==> src/design/assert_macros.svh <==
// Assertion helpers; clocked on aclk, off while aresetn is low.
`ifndef ASSERT_MACROS_SVH
`define ASSERT_MACROS_SVH

`define AST_ALWAYS(lbl, cond, msg) \
    lbl: assert property (@(posedge aclk) disable iff (!aresetn) (cond)) else $error(msg);

`define AST_IMPLY(lbl, pre, post, msg) \
    lbl: assert property (@(posedge aclk) disable iff (!aresetn) (pre) |-> (post)) \
        else $error(msg);

`endif

==> src/design/ladrc_pkg.sv <==
package ladrc_pkg;

    localparam int FRAC_BITS = 32;

    localparam logic signed [63:0] MAXV = 64'sh7FFF_FFFF_FFFF_FFFF;
    localparam logic signed [63:0] LIM  = 64'sd2000 <<< FRAC_BITS;

    // register indexes (word address)
    localparam logic [2:0] REG_STEP_SIZE  = 3'd0;
    localparam logic [2:0] REG_TRACK_SPD  = 3'd1;
    localparam logic [2:0] REG_CTRL_BW    = 3'd2;
    localparam logic [2:0] REG_OBS_BW     = 3'd3;
    localparam logic [2:0] REG_PLANT_GAIN = 3'd4;

    localparam logic [5:0] PROG_LAST = 6'd40;

    typedef enum logic [2:0] {
        OP_ADD, OP_SUB, OP_MULF, OP_MUL32, OP_DIV
    } op_t;

    typedef enum logic [4:0] {
        SRC_ZERO, SRC_TP, SRC_TR, SRC_OP, SRC_ORATE, SRC_OD, SRC_LD,
        SRC_SP, SRC_Y, SRC_R, SRC_WC, SRC_W0, SRC_B0, SRC_H,
        SRC_T0, SRC_T1, SRC_T2, SRC_T3, SRC_T4
    } src_t;

    typedef enum logic [3:0] {
        DST_TP, DST_TR, DST_OP, DST_ORATE, DST_OD, DST_LD,
        DST_T0, DST_T1, DST_T2, DST_T3, DST_T4
    } dst_t;

    typedef enum logic [1:0] {
        ST_IDLE, ST_ISSUE, ST_WAIT, ST_OUT
    } state_t;

    typedef struct packed {
        op_t  op;
        src_t a;
        src_t b;
        dst_t d;
    } uop_t;

    typedef struct packed {
        logic start;
        uop_t uop;
        logic load_in;
        logic load_out;
    } dp_cmd_t;

    typedef struct packed {
        logic busy;
        logic done;
    } dp_stat_t;

    function automatic uop_t mk(input op_t o, input src_t a, input src_t b, input dst_t d);
        uop_t u;
        u.op = o;
        u.a  = a;
        u.b  = b;
        u.d  = d;
        return u;
    endfunction

    // one control step as a micro program
    function automatic uop_t prog(input logic [5:0] pc);
        uop_t u;
        case (pc)
            // tracking differentiator
            6'd0:  u = mk(OP_MULF,  SRC_R,     SRC_R,     DST_T0);
            6'd1:  u = mk(OP_SUB,   SRC_TP,    SRC_SP,    DST_T1);
            6'd2:  u = mk(OP_MULF,  SRC_T0,    SRC_T1,    DST_T0);
            6'd3:  u = mk(OP_SUB,   SRC_ZERO,  SRC_T0,    DST_T0);
            6'd4:  u = mk(OP_ADD,   SRC_R,     SRC_R,     DST_T1);
            6'd5:  u = mk(OP_MULF,  SRC_T1,    SRC_TR,    DST_T1);
            6'd6:  u = mk(OP_SUB,   SRC_T0,    SRC_T1,    DST_T0);
            6'd7:  u = mk(OP_MUL32, SRC_TR,    SRC_H,     DST_T1);
            6'd8:  u = mk(OP_ADD,   SRC_TP,    SRC_T1,    DST_TP);
            6'd9:  u = mk(OP_MUL32, SRC_T0,    SRC_H,     DST_T0);
            6'd10: u = mk(OP_ADD,   SRC_TR,    SRC_T0,    DST_TR);
            // observer gains
            6'd11: u = mk(OP_ADD,   SRC_W0,    SRC_W0,    DST_T0);
            6'd12: u = mk(OP_ADD,   SRC_T0,    SRC_W0,    DST_T0);
            6'd13: u = mk(OP_MULF,  SRC_W0,    SRC_W0,    DST_T1);
            6'd14: u = mk(OP_ADD,   SRC_T1,    SRC_T1,    DST_T2);
            6'd15: u = mk(OP_ADD,   SRC_T2,    SRC_T1,    DST_T2);
            6'd16: u = mk(OP_MULF,  SRC_T1,    SRC_W0,    DST_T1);
            // observer update
            6'd17: u = mk(OP_SUB,   SRC_OP,    SRC_Y,     DST_T3);
            6'd18: u = mk(OP_MULF,  SRC_T0,    SRC_T3,    DST_T0);
            6'd19: u = mk(OP_SUB,   SRC_ORATE, SRC_T0,    DST_T0);
            6'd20: u = mk(OP_MUL32, SRC_T0,    SRC_H,     DST_T0);
            6'd21: u = mk(OP_ADD,   SRC_OP,    SRC_T0,    DST_OP);
            6'd22: u = mk(OP_MULF,  SRC_T2,    SRC_T3,    DST_T2);
            6'd23: u = mk(OP_SUB,   SRC_OD,    SRC_T2,    DST_T2);
            6'd24: u = mk(OP_MULF,  SRC_B0,    SRC_LD,    DST_T4);
            6'd25: u = mk(OP_ADD,   SRC_T2,    SRC_T4,    DST_T2);
            6'd26: u = mk(OP_MUL32, SRC_T2,    SRC_H,     DST_T2);
            6'd27: u = mk(OP_ADD,   SRC_ORATE, SRC_T2,    DST_ORATE);
            6'd28: u = mk(OP_MULF,  SRC_T1,    SRC_T3,    DST_T1);
            6'd29: u = mk(OP_SUB,   SRC_ZERO,  SRC_T1,    DST_T1);
            6'd30: u = mk(OP_MUL32, SRC_T1,    SRC_H,     DST_T1);
            6'd31: u = mk(OP_ADD,   SRC_OD,    SRC_T1,    DST_OD);
            // feedback law
            6'd32: u = mk(OP_MULF,  SRC_WC,    SRC_WC,    DST_T0);
            6'd33: u = mk(OP_ADD,   SRC_WC,    SRC_WC,    DST_T1);
            6'd34: u = mk(OP_SUB,   SRC_TP,    SRC_OP,    DST_T2);
            6'd35: u = mk(OP_SUB,   SRC_TR,    SRC_ORATE, DST_T3);
            6'd36: u = mk(OP_MULF,  SRC_T0,    SRC_T2,    DST_T0);
            6'd37: u = mk(OP_MULF,  SRC_T1,    SRC_T3,    DST_T1);
            6'd38: u = mk(OP_ADD,   SRC_T0,    SRC_T1,    DST_T0);
            6'd39: u = mk(OP_SUB,   SRC_T0,    SRC_OD,    DST_T0);
            6'd40: u = mk(OP_DIV,   SRC_T0,    SRC_ZERO,  DST_LD);
            default: u = mk(OP_ADD, SRC_ZERO,  SRC_ZERO,  DST_T4);
        endcase
        return u;
    endfunction

endpackage

==> src/design/ladrc_ctrl.sv <==
module ladrc_ctrl
    import ladrc_pkg::*;
(
    input  logic     aclk,
    input  logic     aresetn,
    input  logic     s_tvalid,
    output logic     s_tready,
    output logic     m_tvalid,
    input  logic     m_tready,
    output dp_cmd_t  cmd,
    input  dp_stat_t stat
);
`include "assert_macros.svh"

    state_t     state_reg, state_next;
    logic [5:0] pc_reg, pc_next;
    logic       m_valid_reg, m_valid_next;

    always_comb begin
        state_next = state_reg;
        pc_next    = pc_reg;
        case (state_reg)
            ST_IDLE: begin
                if (s_tvalid) begin
                    pc_next    = '0;
                    state_next = ST_ISSUE;
                end
            end
            ST_ISSUE: state_next = ST_WAIT;
            ST_WAIT: begin
                if (stat.done) begin
                    if (pc_reg == PROG_LAST) begin
                        state_next = ST_OUT;
                    end else begin
                        pc_next    = pc_reg + 6'd1;
                        state_next = ST_ISSUE;
                    end
                end
            end
            ST_OUT: begin
                if (!m_valid_reg || m_tready) begin
                    state_next = ST_IDLE;
                end
            end
            default: state_next = ST_IDLE;
        endcase
    end

    always_comb begin
        s_tready     = (state_reg == ST_IDLE);
        cmd.start    = (state_reg == ST_ISSUE);
        cmd.uop      = prog(pc_reg);
        cmd.load_in  = (state_reg == ST_IDLE) && s_tvalid;
        cmd.load_out = (state_reg == ST_OUT) && (!m_valid_reg || m_tready);
        m_valid_next = cmd.load_out ? 1'b1 : (m_tready ? 1'b0 : m_valid_reg);
    end

    assign m_tvalid = m_valid_reg;

    always_ff @(posedge aclk) begin
        if (!aresetn) begin
            state_reg   <= ST_IDLE;
            pc_reg      <= '0;
            m_valid_reg <= 1'b0;
        end else begin
            state_reg   <= state_next;
            pc_reg      <= pc_next;
            m_valid_reg <= m_valid_next;
        end
    end

    `AST_IMPLY(a_start_free, cmd.start, !stat.busy, "op issued while datapath busy")
    `AST_IMPLY(a_done_wait, stat.done, state_reg == ST_WAIT, "datapath done outside wait")
    `AST_ALWAYS(a_pc_range, pc_reg <= PROG_LAST, "program counter out of range")

endmodule

==> config.mk <==
export PLATFORM = sky130hd
export DESIGN_NAME = ladrc_ctrl
export DESIGN_NICKNAME = d
export VERILOG_FILES = /design/src/design/ladrc_pkg.sv /design/src/design/ladrc_ctrl.sv
export VERILOG_INCLUDE_DIRS = /design/src /design/src/design
export SDC_FILE = /design/constraint.sdc
export NUM_CORES = 1
export LEC_CHECK = 0
export ABC_AREA = 1
export ABC_CLOCK_PERIOD_IN_PS = 2200
export BUFFER_PORTS_ARGS = -buffer_cell sky130_fd_sc_hd__buf_2
export CAP_MARGIN = 20
export CORE_ASPECT_RATIO = 0.9
export CORE_MARGIN = 3
export CORE_UTILIZATION = 52
export CTS_BUF_LIST = sky130_fd_sc_hd__clkbuf_2
export DETAILED_ROUTE_END_ITERATION = 6
export GPL_TIMING_DRIVEN = 0
export PLACE_DENSITY_LB_ADDON = 0.08
export SETUP_SLACK_MARGIN = 0.4
export SYNTH_ARGS = -nofsm -noshare
export SYNTH_HDL_FRONTEND = slang
export SYNTH_SLANG_ARGS = --single-unit
export TNS_END_PERCENT = 1
==> constraint.sdc <==
create_clock -name aclk -period 2.2 [get_ports aclk]
set_input_delay 0.44 -clock aclk [delete_from_list [all_inputs] [get_ports aclk]]
set_output_delay 0.44 -clock aclk [all_outputs]
set_load 0.01 [all_outputs]
==> impl_metrics.py <==
metrics = {
    "sta": {
        "finalSetupTns_ns": -2.059,
        "setup_viol": 16,
        "clock_skew_ns": 0.07350,
        "slew_headroom": 0.3148,
        "post-route-min-period_ns": 2.411,
        "worstMarginPinSlew_ns": 1.028,
        "finalWorstSetupSlack_ns": -0.2115,
        "max_freq_ghz": 0.4147,
        "period_share": 1.096,
        "slew_violations": 0,
        "rsz0062_at_grt": "true",
        "finalHoldViolations": 0,
    },
    "route": {
        "drc": 0,
        "final_antenna_net_count": 0,
        "post_drt_wl_per_cell_um": 15.98,
        "finalWirelength_mm": 7.015,
        "drt_pass1_iterations": 6,
        "vias_per_cell": 5.795,
        "drtIter0Drc": 363,
        "via_count": 2544,
    },
    "setup_path": {
        "crit_path_max_incr_delay_ns": 0.43,
        "timing_worst_setup_path_type": "flop to flop",
        "cpMostUsedCell": "nand3_2",
        "crit_path_end_kind": "flop",
        "worstPathArrival_ns": 2.73,
        "critPathLaunchType": "flop",
        "crit_chain": "inv_4, ha_4, nand2_2, nor2_2, nand3_2, nand3_2, buf_8, nand2_4, o21ai_4, nand2_4, ha_4, inv_2, nand2_4, nand3_2, nand3_2, nand2_1, nand2_1, nand2_1",
        "cp_max_fo": 6,
        "required_ns": 2.52,
        "cp_slowest_cell": "dfxtp_4",
    },
    "clock_tree": {
        "cts_sinks": 26,
        "cts_max_level": 1,
        "hold_buffers": 0,
        "clock-root-buffer": "clkbuf_2",
        "clock_path_buffers": 2,
        "clock_latency_ns": 0.46,
        "cts_tree": "done",
        "cts_buffers": 3,
        "clk_pin_slew_ns": 0.34,
    },
    "placement": {
        "place.gp.congestion": 0.9526,
        "port_buffers": 26,
        "dp_hpwl_mm": 4.389,
        "post-place-ws_ns": -0.3448,
    },
    "power": {
        "total_power_mw": 2.156,
        "p_per_area_nw_per_um2": 736.0,
        "p_leak_nw": 1.489,
        "ir_drop_mv": 0.6595,
    },
    "grt": {
        "met3_usage": 0.06535,
        "antenna_found_initial": 0,
        "grt.busiest_layer": "met2",
        "use_met2": 0.4386,
        "grt_max_degree": 16,
        "grt_pass1_vias": 2163,
        "gr-total-overflow": 0,
        "track_usage": 0.2778,
        "grt_use_met1": 0.3868,
        "grt_pass1_wl_mm": 10.53,
    },
    "finish": {
        "nets": 410,
        "area_delta_synth_final_pct": 39.01,
        "antenna_cells": 0,
        "largest_register_ffs": 17,
        "layout-drive-gt1-share": 0.4122,
    },
    "job": {
        "maxCapViolations": 0,
    },
    "outcome": {
        "status": "complete, but fails checks",
        "failed_checks": "negative setup slack",
    },
    "floorplanning": {
        "ios": 28,
        "start_util": 0.5530,
        "dieWidth_um": 73.10,
        "dieArea_sq_um": 4853,
        "core_region_area_sq_um": 3810,
        "core.rowCount": 21,
        "die-height_um": 66.39,
    },
    "yosys": {
        "syn_area_sq_um": 2107,
        "synth_seq_area_share": 0.2470,
        "syn_inst": 331,
        "yosysWarnings": 0,
        "ys_seq_elements": 26,
        "avgSynthCellArea_sq_um": 6.366,
        "syn-num-nets": 347,
        "yosysUniqueCellTypes": 30,
    },
    "hold_path": {
        "hp-class": "primary input to flop",
    },
}
-- per-layer routing --
metal	part of all wire	up-vias
li1	-	1202
met1	0.43	1141
met2	0.43	175
met3	0.12	26
met4	0.022	0
met5	0	-
-- cells in the final DEF (no fill, tap or decap), drive strengths merged --
cell type    n
a21oi        6
buf         67
bufinv       1
clkbuf       5
dfxtp       26
ha          10
inv         38
nand2      120
nand3       64
nand3b       1
nand4        7
nor2        25
nor3         3
o211ai       6
o21ai       12
o22ai        1
xor2         1
-- cell families (layout without fill, tap and decap cells) --
family | after synthesis | count (layout) | share of synthesized area
adders and majority gates | 10 | 10 | 0.05938
buffers and inverters | 49 | 111 | 0.1087
AOI/OAI and AO/OA | 25 | 25 | 0.08017
xor gates and xnor gates | 1 | 1 | 0.004158
DFF | 26 | 26 | 0.2470
and+or+nand+nor | 220 | 220 | 0.5006
-- what timing repair did --
action,in CTS,in global routing
gates resized for setup,26,37
gates cloned,0,1
pin swaps,12,20
setup buffers,21,10
setup endpoints to repair,18,21
hold endpoints to repair,0,0
-- synth_stat cells --
| library cell | count | area, sq um |
|---|---|---|
| nand3_2 | 4 | 40.04 |
| buf_6 | 4 | 45.04 |
| xor2_1 | 1 | 8.760 |
| o21ai_2 | 2 | 17.52 |
| nand4_1 | 7 | 43.79 |
| ha_1 | 10 | 125.1 |
| nor3_1 | 3 | 15.01 |
| o21ai_0 | 9 | 45.04 |
| dfxtp_1 | 26 | 520.5 |
| o21ai_1 | 1 | 5.000 |
| nor2_4 | 1 | 11.26 |
| buf_4 | 3 | 22.52 |
| nand3b_1 | 1 | 7.510 |
| a21oi_1 | 4 | 20.02 |
| a21oi_4 | 1 | 16.27 |
| inv_1 | 29 | 108.9 |
| nand3_4 | 3 | 52.55 |
| o211ai_2 | 1 | 12.51 |
| o211ai_1 | 5 | 37.54 |
| buf_2 | 3 | 15.01 |
| nor2_1 | 23 | 86.33 |
| nand2_2 | 11 | 68.82 |
| buf_1 | 1 | 3.750 |
| o22ai_1 | 1 | 6.260 |
| inv_2 | 9 | 33.78 |
| nor2_8 | 1 | 20.02 |
| nand2_1 | 107 | 401.6 |
| nand2_4 | 2 | 22.52 |
| a21oi_2 | 1 | 8.760 |
| nand3_1 | 57 | 285.3 |
-- where the power goes --
| group | switching, mW | total (mW) | internal, mW |
|---|---|---|---|
| Clock | 0.179 | 0.336 | 0.156 |
| Sequential | 0.0411 | 0.613 | 0.572 |
| Combinational | 0.737 | 1.21 | 0.470 |
| Total | 0.957 | 2.16 | 1.20 |
-- final cells by class --
| type | count | area, sq um |
|---|---|---|
| flip-flops and latches | 26 | 534.3 |
| multi-input cells | 256 | 1612 |
| plain buffers | 11 | 96.34 |
| fillers | 274 | 880.8 |
| well taps | 46 | 57.56 |
| clock inverters | 1 | 30.03 |
| inverters | 38 | 157.7 |
| clock buffers | 3 | 15.01 |
| repair buffers | 58 | 426.7 |
-- final timing paths --
check                                                from                         to  slack [ns]  depth (start not counted)
worst min-delay path                             m_tready      m_tvalid$_SDFFE_PN0P_        0.31                          4
worst max-delay path               pc_reg[0]$_SDFFE_PN0N_             cmd[3]$_DFF_P_       -0.21                         18
worst min register to register  state_reg[0]$_SDFFE_PN0P_  state_reg[1]$_SDFFE_PN0P_        0.57                          2
worst max register to register     pc_reg[0]$_SDFFE_PN0N_             cmd[3]$_DFF_P_       -0.21                         18
-- metrics by stage --
stage | utilization | cells | cell area (sq um) | hold slack (ns)
after global placement | 0.6335 | 403 | 2414 | 0.5521
final | 0.7688 | 439 | 2929 | 0.3059
after detailed placement | 0.6335 | 403 | 2414 | 0.5417
after floorplan | - | 331 | 2226 | 0.5092
after CTS | 0.7143 | 428 | 2721 | 0.3446
after global routing | 0.7688 | 439 | 2929 | 0.3408
-- worst max-delay path: cells and delay by family (launching register included) --
kind / cells / cell delay [ns]
adders and majority gates: 2 / 0.50
and+or+nand+nor: 12 / 0.99
AOI/OAI and AO/OA: 1 / 0.07
buffers and inverters: 3 / 0.25
DFF: 1 / 0.43
(Power assumes the default switching activity.)
